===== src/hw/rtl/isqrt_pkg.sv =====
`default_nettype none

package isqrt_pkg;

  localparam int RADICAND_BITS_DEF = 31;

endpackage

`default_nettype wire


===== src/hw/rtl/isqrt_stage.sv =====
`default_nettype none

module isqrt_stage #(
  parameter int ROOT_BITS = 16
) (
  input  wire logic                       clk,
  input  wire logic                       rst_n,
  input  wire logic                       advance,
  input  wire logic                       in_valid,
  input  wire logic [2*ROOT_BITS-1:0]     in_rad,
  input  wire logic [ROOT_BITS-1:0]       in_q,
  input  wire logic [ROOT_BITS+1:0]       in_rem,
  output logic                            out_valid,
  output logic [2*ROOT_BITS-1:0]          out_rad,
  output logic [ROOT_BITS-1:0]            out_q,
  output logic [ROOT_BITS+1:0]            out_rem
);

  localparam int RAD_W  = 2 * ROOT_BITS;
  localparam int REM_W  = ROOT_BITS + 2;
  localparam int WIDE_W = ROOT_BITS + 4;

  logic                 valid_r;
  logic [RAD_W-1:0]     rad_r, rad_nxt;
  logic [ROOT_BITS-1:0] q_r, q_nxt;
  logic [REM_W-1:0]     rem_r, rem_nxt;
  logic [WIDE_W-1:0]    rem_ext;
  logic [WIDE_W-1:0]    trial;
  logic [WIDE_W-1:0]    diff;

  // bring down the next two radicand bits, try (q << 2) | 1
  always_comb begin
    rem_ext = {in_rem, in_rad[RAD_W-1 -: 2]};
    trial   = WIDE_W'({in_q, 2'b01});
    diff    = rem_ext - trial;
    rad_nxt = {in_rad[RAD_W-3:0], 2'b00};
    if (rem_ext >= trial) begin
      rem_nxt = diff[REM_W-1:0];
      q_nxt   = {in_q[ROOT_BITS-2:0], 1'b1};
    end else begin
      rem_nxt = rem_ext[REM_W-1:0];
      q_nxt   = {in_q[ROOT_BITS-2:0], 1'b0};
    end
  end

  always_ff @(posedge clk) begin
    if (!rst_n) begin
      valid_r <= 1'b0;
    end else if (advance) begin
      valid_r <= in_valid;
    end
  end

  always_ff @(posedge clk) begin
    if (advance) begin
      rad_r <= rad_nxt;
      q_r   <= q_nxt;
      rem_r <= rem_nxt;
    end
  end

  assign out_valid = valid_r;
  assign out_rad   = rad_r;
  assign out_q     = q_r;
  assign out_rem   = rem_r;

endmodule

`default_nettype wire


===== src/hw/rtl/integer_square_root.sv =====
// Integer square root, floor. Each item on in_tdata carries an unsigned radicand;
// out_tdata returns floor(sqrt(radicand)). The datapath is a pipeline of
// (RADICAND_BITS + 1) / 2 stages, one root bit per stage (16 for the default
// 31-bit radicand), and a new item can enter every cycle unless the pipeline
// is held. The whole pipeline holds while the result in the last stage waits
// for out_tready; bubbles travel as cleared valid bits.
`default_nettype none

module integer_square_root #(
  parameter int RADICAND_BITS = isqrt_pkg::RADICAND_BITS_DEF,
  localparam int ROOT_BITS    = (RADICAND_BITS + 1) / 2,
  localparam int IN_W         = ((RADICAND_BITS + 7) / 8) * 8,
  localparam int OUT_W        = ((ROOT_BITS + 7) / 8) * 8
) (
  input  wire logic             clk,
  input  wire logic             rst_n,
  input  wire logic             in_tvalid,
  output logic                  in_tready,
  input  wire logic [IN_W-1:0]  in_tdata,   // radicand
  output logic                  out_tvalid,
  input  wire logic             out_tready,
  output logic [OUT_W-1:0]      out_tdata   // root
);

  localparam int RAD_W = 2 * ROOT_BITS;
  localparam int REM_W = ROOT_BITS + 2;

  logic                 advance;
  logic                 valid_c [ROOT_BITS+1];
  logic [RAD_W-1:0]     rad_c   [ROOT_BITS+1];
  logic [ROOT_BITS-1:0] q_c     [ROOT_BITS+1];
  logic [REM_W-1:0]     rem_c   [ROOT_BITS+1];

  assign advance   = !valid_c[ROOT_BITS] || out_tready;
  assign in_tready = advance;

  assign valid_c[0] = in_tvalid;
  assign rad_c[0]   = RAD_W'(in_tdata[RADICAND_BITS-1:0]);
  assign q_c[0]     = '0;
  assign rem_c[0]   = '0;

  for (genvar i = 0; i < ROOT_BITS; i++) begin : g_stage
    isqrt_stage #(
      .ROOT_BITS(ROOT_BITS)
    ) u_stage (
      .clk      (clk),
      .rst_n    (rst_n),
      .advance  (advance),
      .in_valid (valid_c[i]),
      .in_rad   (rad_c[i]),
      .in_q     (q_c[i]),
      .in_rem   (rem_c[i]),
      .out_valid(valid_c[i+1]),
      .out_rad  (rad_c[i+1]),
      .out_q    (q_c[i+1]),
      .out_rem  (rem_c[i+1])
    );
  end

  assign out_tvalid = valid_c[ROOT_BITS];
  assign out_tdata  = OUT_W'(q_c[ROOT_BITS]);

endmodule

`default_nettype wire


===== config.mk =====
export PLATFORM = sky130hd
export DESIGN_NAME = integer_square_root
export DESIGN_NICKNAME = d
export VERILOG_FILES = /design/src/hw/rtl/isqrt_pkg.sv /design/src/hw/rtl/isqrt_stage.sv /design/src/hw/rtl/integer_square_root.sv
export SDC_FILE = /design/constraint.sdc
export NUM_CORES = 1
export LEC_CHECK = 0
export ABC_AREA = 1
export ABC_CLOCK_PERIOD_IN_PS = 40600
export BUFFER_PORTS_ARGS = -buffer_cell sky130_fd_sc_hd__buf_2
export CORE_MARGIN = 2
export CORE_UTILIZATION = 40
export CTS_BUF_LIST = sky130_fd_sc_hd__clkbuf_2
export DETAILED_ROUTE_END_ITERATION = 10
export GPL_TIMING_DRIVEN = 0
export PLACE_DENSITY_LB_ADDON = 0.1
export SYNTH_ARGS = -nofsm -noshare
export SYNTH_HDL_FRONTEND = slang
export SYNTH_SLANG_ARGS = --single-unit

===== constraint.sdc =====
create_clock -name clk -period 40.6 [get_ports clk]
set_input_delay 6.09 -clock clk [delete_from_list [all_inputs] [get_ports clk]]
set_output_delay 6.09 -clock clk [all_outputs]
set_load 0.01 [all_outputs]

* After elaboration in Yosys (flattened, before gate mapping)
Cells that the tools add are included.
Storage, ports and cells: bits in latches 0, input bits 36, logic and storage cells 127, register bits 646, memories kept 0, memory bits (writable) 0, output and inout port bits 18, bits in read-only memories 0
Operators by class: reductions and logical operators 2, $mul 0, eq/ne operators 0, bitwise gates (word level) 0, add/subtract/negate cells 15, divide/modulo/power cells 0, $lt $le $gt $ge 16, mux-type cells 31, shift-type cells 0
Operator list (count):
- $mux W18 | 14
- $ge A20 B10 Y1 | 1
- $ge A20 B11 Y1 | 1
- $ge A20 B12 Y1 | 1
- $ge A20 B13 Y1 | 1
- $ge A20 B14 Y1 | 1
- $ge A20 B15 Y1 | 1
- $ge A20 B16 Y1 | 1
- $ge A20 B17 Y1 | 1
- $ge A20 B3 Y1 | 1
- $ge A20 B4 Y1 | 1
- $ge A20 B5 Y1 | 1
- $ge A20 B6 Y1 | 1
- $ge A20 B7 Y1 | 1
- $ge A20 B8 Y1 | 1
- $ge A20 B9 Y1 | 1
- $sub A18 B10 Y18 | 1
- $sub A18 B11 Y18 | 1
- $sub A18 B12 Y18 | 1
- $sub A18 B13 Y18 | 1
- $sub A18 B14 Y18 | 1
- $sub A18 B15 Y18 | 1
- $sub A18 B16 Y18 | 1
- $sub A18 B4 Y18 | 1
- other kinds (11) | 27

* Logic depth before layout (Yosys ltp)
Gate-level depths: netlist of the first run.
depth in word-level cells 2, gate-level depth with buffers 14

* Cells and area by module
Synthesis of the first run repeated with hierarchy kept, for this count alone.
Unflattened totals: cells, all modules 5315, area, all modules 53822.9 um^2
Modules (own cells, without submodules):
- isqrt_stage | area an instance 3363.2 um^2, times used 16, cells each 332, sequential area each 1941.9 um^2
- integer_square_root | area an instance 11.3 um^2, times used 1, cells each 3, sequential area each 0.0 um^2

* Least setup slack after synthesis of the first run
Ideal clock, no wire load.
kind input to output, from in out_tready, to out in_tready, arrival 23113 ps, setup slack 11397 ps, path buffers 1, stages 3, cells stage by stage nor2_1 -> inv_1 -> clkbuf_1
On the way: longest elaborated chain between the ends 1
Ends and longest elaborated chain:
- start, declared | line integer_square_root.sv:21 | input wire logic out_tready,
- $logic_or A1 B1 Y1 | line integer_square_root.sv:34 | assign advance = !valid_c[ROOT_BITS] || out_tready;
- end, declared | line integer_square_root.sv:18 | output logic in_tready,
No other way between the ends.

* Worst setup path in the final report of the first run
Ends and elaborated chain as after synthesis.

==> results_dict.tcl, run 1 <==
set metrics [dict create \
    netlist_instances 3213 \
    gr-usage-met1 0.239 \
    clk_pin_slew_ps 130 \
    floorplan.initialDensity 0.403 \
    io_pins 54 \
    synth-seq-cells 631 \
    grt_max_degree 70 \
    tritoncts "done" \
    path_cells "buf_2, nor2_1, inv_1, clkbuf_4, buf_16, buf_16, buf_2" \
    antenna_found_initial 1 \
    grt_pass1_wl_um 114000 \
    synth.distinct_cells 55 \
    clockBufferDepth 3 \
    p_total_uw 1970 \
    ys_top_cells_by_area "edfxtp_1, nand2_1, ha_1, inv_1, nor2_1" \
    grt-ovfl-total 0 \
    power.density_nw_per_um2 54.9 \
    grtUsageTotal 0.174 \
    fillers 7772 \
    hold_buffers 0 \
    cp_data_required_time_ps 34510 \
    cpMaxStageDelayCell "clkbuf_4" \
    fin_nets 3633 \
    met2_usage 0.270 \
    hpwl_um 54200 \
    drt-wirelength-per-cell_um 15.4 \
    tightestPinTransition_ps 798 \
    place_inst 4336 \
    synth.cell_area_um2 32400 \
    synth_compound_area_frac 0.0663 \
    num_vias 22225 \
    syn2layout_area_growth_pct 10.8 \
    cts_sinks 631 \
    skew_ps 106 \
    numCtsBuffers 168 \
    fin_setup_tns_ps 0 \
    yosys_warnings 0 \
    synth_edf_count 615 \
    met3_usage 0.0394 \
    instances_no_fill 4635 \
    timing.final.crit_period_ps 14220 \
    synth_top_family_by_area "simple AND/OR/NAND/NOR gates" \
    clock_latency_ps 1350 \
    slew_violations 0 \
    critPathKind "in -> out" \
    root_buffer "clkbuf_2" \
    synth_nets 3400 \
    timing.fmax_mhz 70.3 \
    cts.htree.levels 4 \
    drtIter0Drc 1485 \
    start_kind "input pin" \
    drtPass1Iterations 5 \
    drt-total-wl_um 71400 \
    slew_headroom 0.468 \
    grt_pass1_vias 21826 \
    yosys.area_share.simple 0.205 \
    die_area_um2 83200 \
    drv_cap 0 \
    io_buffer_count 52 \
    viasPerCell 4.80 \
    outcome "complete, no violations" \
    synth_common_cells "nand2_1, edfxtp_1, inv_1" \
    synth-async-reset-ratio 0 \
    synth-xor-area-share 0.0268 \
    seq_area_frac_synth 0.581 \
    hold_violations 0 \
    synthMostInstantiatedCell "nand2_1" \
    synth_area_per_cell_um2 10.1 \
    synth.area.mux_share 0 \
    worst_path_dominant_cell_family "buffers and inverters" \
    yosysTopAreaCell "edfxtp_1" \
    fin_crit_sh 0.350 \
    cts_resized 0 \
    grt_busiest_layer "met2" \
    critPathMaxStageDelay_ps 490 \
    p_leak_uw 0.0163 \
    yosys_most_used_dff "edfxtp_1" \
    worstPathMaxFanout 53 \
    core_um2 80300 \
    hold_ws_ps 396 \
    num_rows 104 \
    drive_gt1_frac 0.159 \
    ir_drop_mv 0.0223 \
    synth_fa_ha_area_frac 0.0584 \
    drc 0 \
    die_h_um 288 \
    synth_top_area_frac 0.571 \
    hp-class "reg -> reg" \
    rsz0062_at_grt "no" \
    die_w_um 288 \
    setup_viol 0 \
    cts_setup_buffers 0 \
    critPathArrivalTime_ps 8130 \
    antenna_left 0 \
    cp.buffers_inverters 6 \
    cp-end-kind "output pin" \
    gp_congestion 0.844 \
]
-- cell type report --
| type | count | area (µm²) | share of cell area |
|---|---|---|---|
| multi-input combinational | 2086 | 11500 | 0.322 |
| clock buffer | 240 | 1200 | 0.0335 |
| timing repair buffer | 63 | 541 | 0.0151 |
| antenna | 2 | 5.00 | 0.000140 |
| inverter | 471 | 1780 | 0.0497 |
| clock inverter | 57 | 405 | 0.0113 |
| tap | 1060 | 1330 | 0.0370 |
| buffer | 25 | 269 | 0.00750 |
| sequential | 631 | 18800 | 0.524 |
-- sequential cells by signal, summed over array words and instances (netlist names) --
name / flops
g_stage.u_stage.out_q: 136
g_stage.u_stage.out_rad: 240
g_stage.u_stage.out_rem: 239
g_stage.u_stage.out_valid: 16
-- stage by stage --
step	setup WS, ps	utilization	cell area [µm²]
2_1_floorplan	11400	-	32400
3_3_place_gp	2890	0.423	33900
3_5_place_dp	26380	0.426	34200
4_1_cts	26370	0.446	35800
5_1_grt	26160	0.446	35800
6_report	26380	0.446	35800
-- worst reg2reg max path, delay by kind of cell, from the launching register on --
| kind | cells | cell delay [ps] |
|---|---|---|
| buffers and inverters | 11 | 3450 |
| flip-flops | 1 | 330 |
| AND/OR/NAND/NOR | 1 | 110 |
-- per-layer routing --
| metal | routed length [µm] | up-vias |
|---|---|---|
| met4 | 1930 | 0 |
| met5 | 0 | - |
| li1 | - | 11330 |
| met3 | 3280 | 136 |
| met2 | 32400 | 482 |
| met1 | 33800 | 10277 |
-- report_power, final --
part | internal, µW | total [µW] | leakage, µW | switching [µW]
registers | 870 | 957 | 0.00637 | 87.8
logic | 204 | 555 | 0.00870 | 351
clock network | 186 | 457 | 0.00119 | 271
total | 1260 | 1970 | 0.0163 | 710
-- kinds of logic after synthesis --
family,count (synthesis)
AND/OR/NAND/NOR,1501
flip-flops,631
buffers and inverters,496
AO/OA/AOI/OAI,334
adder cells (fa/ha/maj),151
XOR/XNOR,99
other,1
-- cells in the final DEF, fill, tap and decap left out, types with 5 or more instances in the layout --
master and n:
o21bai_1 8, nand3_1 188, or2_2 11, inv_1 453
clkinv_1 34, clkbuf_2 240, nand3_2 5, o21ai_1 21
nand2_1 822, buf_12 6, nand4_1 43, nor2_1 279
nor3_1 26, a21oi_2 50, o21ai_0 80, ha_1 151
nand2_4 7, inv_8 6, inv_2 13, nand3b_1 34
clkinv_2 6, xnor2_1 48, o21ai_2 54, nand2_2 42
buf_16 8, a21oi_1 107, nor2_4 7, xor2_1 51
edfxtp_1 615, buf_6 13, nor2_2 8, dfxtp_1 16
buf_2 54
-- worst paths after layout --
check | startpoint | end | slack [ps] | cells after the start
hold / removal | g_stage[11].u_stage.out_q[4] | g_stage[12].u_stage.out_q[5] | 400 | 0
hold reg to reg | g_stage[11].u_stage.out_q[4] | g_stage[12].u_stage.out_q[5] | 400 | 0
setup reg to reg | g_stage[15].u_stage.out_valid | g_stage[5].u_stage.out_q[1] | 36380 | 12
setup / recovery | out_tready | in_tready | 26380 | 7
No activity file was read; power rests on OpenSTA's default activity.
==> inputs of run 2 (changes only) <==
--- a/config.mk
+++ b/config.mk
@@ -6,7 +6,7 @@
 export NUM_CORES = 1
 export LEC_CHECK = 0
 export ABC_AREA = 1
-export ABC_CLOCK_PERIOD_IN_PS = 40600
+export ABC_CLOCK_PERIOD_IN_PS = 13750
 export BUFFER_PORTS_ARGS = -buffer_cell sky130_fd_sc_hd__buf_2
 export CORE_MARGIN = 2
 export CORE_UTILIZATION = 40
==> constraint.sdc (replaced) <==
create_clock -name clk -period 13.75 [get_ports clk]
set_input_delay 2.0625 -clock clk [delete_from_list [all_inputs] [get_ports clk]]
set_output_delay 2.0625 -clock clk [all_outputs]
set_load 0.01 [all_outputs]
==> results_dict.tcl, run 2 (synthesis results as in run 1) <==
set metrics [dict create \
    r2r-start "g_stage[15].u_stage.out_valid" \
    num_vias 22265 \
    critPathMaxStageDelay_ps 410 \
    slew_violations 0 \
    p_leak_uw 0.0162 \
    reg2regPathDepth 9 \
    clockBufferDepth 3 \
    die_area_um2 83200 \
    hold_violations 0 \
    cp-end-kind "output pin" \
    place_inst 4331 \
    drtIter0Drc 1484 \
    tritoncts "done" \
    rsz0062_at_grt "no" \
    clock_latency_ps 1370 \
    grtUsageTotal 0.174 \
    p_int_uw 3690 \
    timing.fmax_mhz 173 \
    drv_cap 0 \
    min_to "g_stage[10].u_stage.out_rad[26]" \
    fin_setup_tns_ps 0 \
    start_kind "input pin" \
    grt_max_degree 109 \
    cts_resized 0 \
    root_buffer "clkbuf_2" \
    grt-ovfl-total 0 \
    numCtsBuffers 171 \
    die_h_um 288 \
    slew_headroom 0.433 \
    largest_reg_flops 240 \
    reg2reg_to "g_stage[6].u_stage.out_q[5]" \
    antenna_left 0 \
    floorplan.initialDensity 0.403 \
    antenna_found_initial 3 \
    fillers 7789 \
    critPathArrivalTime_ps 3720 \
    viasPerCell 4.80 \
    final_common_cell "nand2_1" \
    hp-class "reg -> reg" \
    cpMaxStageDelayCell "nor2_1" \
    grt_pass1_wl_um 114000 \
    dp_worst_setup_slack_ps 7980 \
    comb_power_share 0.283 \
    outcome "complete, no violations" \
    switching_share 0.363 \
    setup_viol 0 \
    tightestPinTransition_ps 851 \
    skew_ps 109 \
    hold_buffers 0 \
    worstPathMaxFanout 95 \
    io_buffer_count 52 \
    fin_crit_sh 0.421 \
    ir_drop_mv 0.0718 \
    cp_data_required_time_ps 11690 \
    clock_power_share 0.228 \
    syn2layout_area_growth_pct 10.4 \
    drtPass1Iterations 6 \
    most-common-layout-cells "nand2_1, edfxtp_1, inv_1" \
    drc 0 \
    power.density_nw_per_um2 162 \
    critPathMostFrequentCell "buf_2" \
    grt_pass1_vias 21837 \
    final_area_um2 35700 \
    hpwl_um 54000 \
    drt-wirelength-per-cell_um 15.5 \
    fin_ws_ps 7960 \
    instances_no_fill 4638 \
    power_frac_seq 0.490 \
    critPathKind "in -> out" \
    gp_congestion 0.847 \
    cts.htree.levels 4 \
    r2r_slack_ps 9920 \
    drive_gt1_frac 0.155 \
    num_rows 104 \
    path_cells "buf_2, nor2_1, inv_1, clkbuf_8, buf_16, buf_2" \
    min_from "g_stage[9].u_stage.out_rad[24]" \
    min_path_cells 0 \
    cts_sinks 631 \
    place_area_um2 34100 \
    switchingPower_uw 2100 \
    drt-total-wl_um 71700 \
    clk_pin_slew_ps 110 \
    final_util 0.445 \
    io_pins 54 \
    timing.final.crit_period_ps 5790 \
    core_um2 80300 \
    fin_nets 3631 \
    cts_setup_buffers 0 \
    die_w_um 288 \
]
[run 2: worst max path at each step]
stage	endpoint	cells after the start	start	slack, ps
floorplan	in_tready	3	out_tready	1560
global route	in_tready	6	out_tready	7750
finish	in_tready	6	out_tready	7960
CTS	in_tready	6	out_tready	7970
global placement	in_tready	5	out_tready	-2570
detailed placement	in_tready	6	out_tready	7980
[run 2: area by class of cell]
cell class / instances / area, µm² / share of cell area
sequential: 631 / 18800 / 0.526
antenna: 6 / 15.0 / 0.000420
timing repair buffer: 58 / 425 / 0.0119
clock buffer: 233 / 1170 / 0.0327
multi-input combinational: 2086 / 11500 / 0.323
inverter: 471 / 1780 / 0.0499
clock inverter: 68 / 407 / 0.0114
buffer: 25 / 275 / 0.00771
tap: 1060 / 1330 / 0.0371
[run 2: worst max-delay path: cells and delay by family]
family | cells | cell delay, ps
simple gates | 1 | 410
buf+inv | 5 | 1170
[run 2: power groups by stage]
stage | clock (µW) | sequential [µW] | combinational (µW)
finish | 1320 | 2830 | 1640
global route | 1500 | 2880 | 1870
CTS | 1400 | 2840 | 1650
detailed placement | 0 | 2890 | 1640
global placement | 0 | 2880 | 1630
floorplan | 0 | 2760 | 1280
[run 2: stage by stage]
step           hold WS [ps]  power, µW
6_report                390       5790
3_3_place_gp            401       4510
2_1_floorplan           400       4040
4_1_cts                 383       5890
3_5_place_dp            405       4520
5_1_grt                 397       6250
[run 2: per-layer routing]
layer / wire length [µm] / vias up / share of wire / track usage
li1: - / 11339 / - / -
met3: 3560 / 134 / 0.050 / 0.0425
met5: 0 / - / 0 / 0
met2: 32800 / 468 / 0.46 / 0.272
met4: 1820 / 0 / 0.025 / 0.0667
met1: 33500 / 10324 / 0.47 / 0.236
